[src/rtl/dep_pkg.sv]
// ----------------------------------------------------------------------------
// dep_pkg: shared types and constants
// Field widths, item kinds and the queue entry that travels from the front
// end to the back end of the dictionary expander.
// ----------------------------------------------------------------------------
package dep_pkg;

  localparam int CODE_W  = 12;
  localparam int LEN_W   = 7;
  localparam int ADDR_W  = 16;
  localparam int BYTE_W  = 8;
  localparam int DOC_W   = 16;
  localparam int SUM_W   = 24;
  localparam int ENTRY_W = ADDR_W + LEN_W;

  localparam int QUEUE_DEPTH = 4;
  localparam int QPTR_W      = $clog2(QUEUE_DEPTH);

  typedef enum logic [1:0] {
    KIND_LOAD_CODE = 2'd0,
    KIND_LOAD_DICT = 2'd1,
    KIND_START     = 2'd2,
    KIND_CODE      = 2'd3
  } kind_t;

  typedef enum logic [1:0] {
    Q_DICT_WR = 2'd0,
    Q_START   = 2'd1,
    Q_EXPAND  = 2'd2,
    Q_ERROR   = 2'd3
  } q_op_t;

  // One unit of work for the back end. addr is the dictionary byte address
  // or the segment base, data is the byte to write or the document length.
  typedef struct packed {
    q_op_t              op;
    logic [ADDR_W-1:0]  addr;
    logic [DOC_W-1:0]   data;
    logic [LEN_W-1:0]   seg;
  } q_entry_t;

endpackage

[src/rtl/dep_queue.sv]
// ----------------------------------------------------------------------------
// dep_queue: work queue
// Small first-in first-out buffer between the front end and the back end.
// ----------------------------------------------------------------------------
module dep_queue (
  input  logic              clk,
  input  logic              rst_n,
  input  dep_pkg::q_entry_t push_data,
  input  logic              push_valid,
  output logic              push_ready,
  output dep_pkg::q_entry_t pop_data,
  output logic              pop_valid,
  input  logic              pop_ready
);
  import dep_pkg::*;

  q_entry_t            slot_r [QUEUE_DEPTH];
  logic [QPTR_W-1:0]   wr_ptr_r, wr_ptr_nxt;
  logic [QPTR_W-1:0]   rd_ptr_r, rd_ptr_nxt;
  logic [QPTR_W:0]     count_r, count_nxt;
  logic                do_push, do_pop;

  assign push_ready = count_r != (QPTR_W+1)'(QUEUE_DEPTH);
  assign pop_valid  = count_r != '0;
  assign pop_data   = slot_r[rd_ptr_r];
  assign do_push    = push_valid && push_ready;
  assign do_pop     = pop_valid && pop_ready;

  always_comb begin
    wr_ptr_nxt = do_push ? wr_ptr_r + 1'b1 : wr_ptr_r;
    rd_ptr_nxt = do_pop  ? rd_ptr_r + 1'b1 : rd_ptr_r;
    count_nxt  = count_r;
    if (do_push && !do_pop) begin
      count_nxt = count_r + 1'b1;
    end else if (do_pop && !do_push) begin
      count_nxt = count_r - 1'b1;
    end
  end

  always_ff @(posedge clk) begin
    if (!rst_n) begin
      wr_ptr_r <= '0;
      rd_ptr_r <= '0;
      count_r  <= '0;
    end else begin
      wr_ptr_r <= wr_ptr_nxt;
      rd_ptr_r <= rd_ptr_nxt;
      count_r  <= count_nxt;
    end
  end

  always_ff @(posedge clk) begin
    if (do_push) begin
      slot_r[wr_ptr_r] <= push_data;
    end
  end

endmodule

[config.mk]
export PLATFORM = sky130hd
export DESIGN_NAME = dep_queue
export DESIGN_NICKNAME = d
export VERILOG_FILES = /design/src/rtl/dep_pkg.sv /design/src/rtl/dep_queue.sv
export SDC_FILE = /design/constraint.sdc
export NUM_CORES = 1
export LEC_CHECK = 0
export ABC_AREA = 1
export ABC_CLOCK_PERIOD_IN_PS = 8950
export BUFFER_PORTS_ARGS = -buffer_cell sky130_fd_sc_hd__buf_2
export CORE_UTILIZATION = 31
export CTS_CLUSTER_SIZE = 16
export DETAILED_ROUTE_END_ITERATION = 7
export GPL_TIMING_DRIVEN = 0
export PLACE_DENSITY = 0.49
export SLEW_MARGIN = 20
export SYNTH_ARGS = -nofsm -noshare
export SYNTH_HDL_FRONTEND = slang
export SYNTH_SLANG_ARGS = --single-unit
export TNS_END_PERCENT = 10
[constraint.sdc]
create_clock -name clk -period 8.95 [get_ports clk]
set_input_delay 1.79 -clock clk [delete_from_list [all_inputs] [get_ports clk]]
set_output_delay 1.79 -clock clk [all_outputs]
set_load 0.05 [all_outputs]
==> flow_metrics.py <==
metrics = {
    "status": {
        "outcome": "finished clean",
    },
    "power": {
        "p_comb_share_pct": 34.4,
        "max-vdd-ir-drop_uv": 163,
        "p_switching_uw": 1000,
        "power.leakage_uw": 0.00290,
        "swShare_pct": 38.0,
        "seq_power_share_pct": 38.3,
        "clkPwrFrac_pct": 27.3,
        "internal_power_uw": 1640,
        "power_density_mw_per_mm2": 325,
    },
    "yosys": {
        "synth_area_mm2": 0.00657,
        "synthesis.instances": 464,
        "synth_nets": 515,
        "synth_cell_types": 20,
        "synth_area_per_cell_um2": 14.2,
        "ys_seq_area_share_pct": 77.7,
        "yosys_warnings": 0,
        "ys_seq_elements": 173,
    },
    "drt": {
        "dr_wl_met2_um": 7530,
        "met1_length_um": 6660,
        "drt_iter0_markers": 235,
        "wl_met3_um": 1020,
        "post_drt_wl_per_cell_um": 17.9,
        "dr.pass1.iters": 4,
        "drt_wl_total_um": 15400,
        "drtAntennaViolNets": 0,
        "drc": 0,
        "top_layer": "met4",
        "viasPerCell": 4.74,
        "num_vias": 4090,
    },
    "worst_setup_path": {
        "cpPeakStageDelay_ns": 0.48,
        "cp.depth": 4,
        "cpMostUsedCell": "buf_2",
        "cp-end-kind": "output port",
        "r2r_cells": 9,
        "cp-endpoint": "pop_data[37]",
        "r2r-start": "count_r[1]",
        "critPathBufInv": 2,
        "crit_type": "register to output port",
        "crit_slowest_cell": "dfxtp_1",
        "cp_max_fo": 10,
        "critPathTopFamily": "buffers and inverters",
        "reg2reg_slack_ns": 6.96,
        "start_kind": "register",
        "worstReg2RegEnd": "count_r[1]",
        "arrival_ns": 1.88,
        "path_cells": "buf_2 -> o21ai_0 -> o22ai_1 -> buf_2",
        "required_ns": 7.16,
    },
    "cells_and_area": {
        "fillers": 1922,
        "fin_area_mm2": 0.00815,
        "area_delta_synth_final_pct": 24.1,
        "fin_nets": 629,
        "final_layout_size_suffix_gt1_share_pct": 26.7,
        "finalNonFillerCells": 862,
    },
    "sta": {
        "fin_crit_ns": 3.67,
        "fmax_mhz": 273,
        "rsz0062_at_grt": "false",
        "finalHoldViolCount": 0,
        "finalSetupViolations": 0,
        "worst_pin_slew_ns": 0.511,
        "fin_crit_sh_pct": 41.0,
        "skew_ns": 0.00814,
        "layout_setup_ws_ns": 5.28,
        "drv_slew": 0,
        "holdWs_ns": 0.529,
        "relSlewSlack_pct": 65.8,
        "finalSetupTns_ns": 0,
    },
    "floorplanning": {
        "dieArea_mm2": 0.0218,
        "die_w_um": 148,
        "rows": 52,
        "dieHeight_um": 148,
        "coreArea_mm2": 0.0205,
        "io_pins": 88,
        "start_util_pct": 32.1,
    },
    "clock_network": {
        "cts_tree": "yes",
        "cts_made_buffers": 17,
        "cts_htree_levels": 4,
        "cts_setup_buffers": 0,
        "root_buffer": "clkbuf_16",
        "cts_buffer_depth": 2,
        "clock_sinks": 173,
        "clk_pin_slew_ns": 0.07,
        "cts-resized-gates": 0,
        "clock_latency_ns": 0.42,
        "ctsHoldBuffers": 0,
    },
    "grt": {
        "grt_pass1_vias": 4320,
        "grt_pass1_wl_um": 23600,
        "antenna_found_initial": 1,
        "grt_max_degree": 21,
        "grt.total_usage_pct": 14.8,
        "grt_overflow": 0,
    },
    "run": {
        "drv_cap": 0,
    },
    "placed_design": {
        "dpl.hpwl_um": 9720,
        "placedCellCount": 829,
        "gp_congestion": 0.755,
        "placed_cell_area_mm2": 0.00757,
        "port_buffers": 87,
        "dp_slack_ns": 5.64,
    },
    "hold_path": {
        "hp-class": "register to register",
    },
}
## cell usage in the layout (no fill, tap or decap)
| cell type | instances |
|---|---|
| edfxtp_1 | 164 |
| buf_2 | 103 |
| nor2_1 | 91 |
| o21ai_1 | 47 |
| o22ai_1 | 41 |
| o21ai_0 | 36 |
| clkbuf_16 | 17 |
| inv_1 | 14 |
| nand2_1 | 12 |
| dfxtp_1 | 9 |
| nor2_4 | 5 |
| buf_6 | 5 |
| ha_1 | 5 |
| clkinv_2 | 5 |
| buf_16 | 5 |
| buf_4 | 4 |
| nand3_1 | 4 |
| nand2_2 | 3 |
| a21oi_1 | 3 |
| bufinv_16 | 3 |
| buf_12 | 3 |
| inv_2 | 2 |
| clkinv_1 | 2 |
| clkbuf_1 | 2 |
| diode_2 | 1 |
| xor2_1 | 1 |
| nand3b_1 | 1 |
| fa_1 | 1 |
| clkinv_4 | 1 |
| inv_6 | 1 |
| clkinvlp_4 | 1 |
## metrics by stage
stage | total power [µW] | util (%)
4_1_cts | 2680 | 39.8
2_1_floorplan | 1670 | -
6_report | 2650 | 39.8
5_1_grt | 2760 | 39.8
3_3_place_gp | 1920 | 35.8
3_5_place_dp | 1950 | 36.9
## per-layer routing
metal	GRT usage [%]	up-vias
met5	0	-
met4	6.29	0
met3	4.94	16
met2	25.0	100
met1	17.2	2027
li1	-	1947
## cells in the mapped netlist, drive strengths merged
library cell / instances / share of area [%]
inv: 16 / 0.91
o21ai: 83 / 6.3
o22ai: 41 / 3.9
edfxtp: 164 / 75
nand2: 15 / 0.97
buf: 25 / 2.5
ha: 5 / 0.95
a21oi: 3 / 0.23
nor2: 96 / 5.6
nand3: 4 / 0.30
xor2: 1 / 0.13
fa: 1 / 0.30
nand3b: 1 / 0.11
dfxtp: 9 / 2.7
## state kept, by name, summed over array words and instances (netlist names), named ones only
name / count
slot_r: 164
count_r: 3
rd_ptr_r: 2
wr_ptr_r: 2
## power by group through the flow
| stage | Combinational (µW) | Sequential [µW] | Clock (µW) |
|---|---|---|---|
| 4_1_cts | 926 | 1010 | 741 |
| 3_5_place_dp | 924 | 1030 | 0 |
| 3_3_place_gp | 883 | 1040 | 0 |
| 2_1_floorplan | 638 | 1030 | 0 |
| 5_1_grt | 976 | 1020 | 769 |
| 6_report | 910 | 1010 | 723 |
## logic make-up after synthesis
group / count (synthesis) / share of synthesized area (%)
flip-flops: 173 / 77.7
adder cells (fa/ha/maj): 6 / 1.26
AND/OR/NAND/NOR: 116 / 6.99
buffers and inverters: 41 / 3.45
XOR/XNOR: 1 / 0.133
AO/OA/AOI/OAI: 127 / 10.5
## worst reg2reg max path: cells and delay by family, from the launching register on
| kind | cells | cell delay, ns |
|---|---|---|
| adder cells (fa/ha/maj) | 2 | 0.65 |
| AND/OR/NAND/NOR | 4 | 0.48 |
| flip-flops | 1 | 0.36 |
| buffers and inverters | 2 | 0.21 |
| AO/OA/AOI/OAI | 1 | 0.18 |
## how the worst min path moves through the flow
stage | startpoint | to | slack (ns) | cells after the start
2_1_floorplan | rd_ptr_r[1] | register | 0.46 | 2
3_3_place_gp | rd_ptr_r[0] | rd_ptr_r[0] | 0.49 | 2
3_5_place_dp | rd_ptr_r[0] | rd_ptr_r[0] | 0.52 | 2
4_1_cts | rd_ptr_r[0] | rd_ptr_r[0] | 0.53 | 2
5_1_grt | rd_ptr_r[0] | rd_ptr_r[0] | 0.56 | 2
6_report | rd_ptr_r[0] | rd_ptr_r[0] | 0.53 | 2
## layout make-up
class	count	area, µm²	area share, %
Sequential cell	173	5100	62.6
Multi-Input combinational cell	250	1270	15.5
Tap cell	270	338	4.14
Clock inverter	13	148	1.81
Antenna cell	1	2.50	0.0307
Inverter	16	60.1	0.737
Buffer	25	166	2.04
Timing Repair Buffer	95	633	7.77
Clock buffer	19	433	5.31
Note: power is estimated with default switching activity, not from simulation.
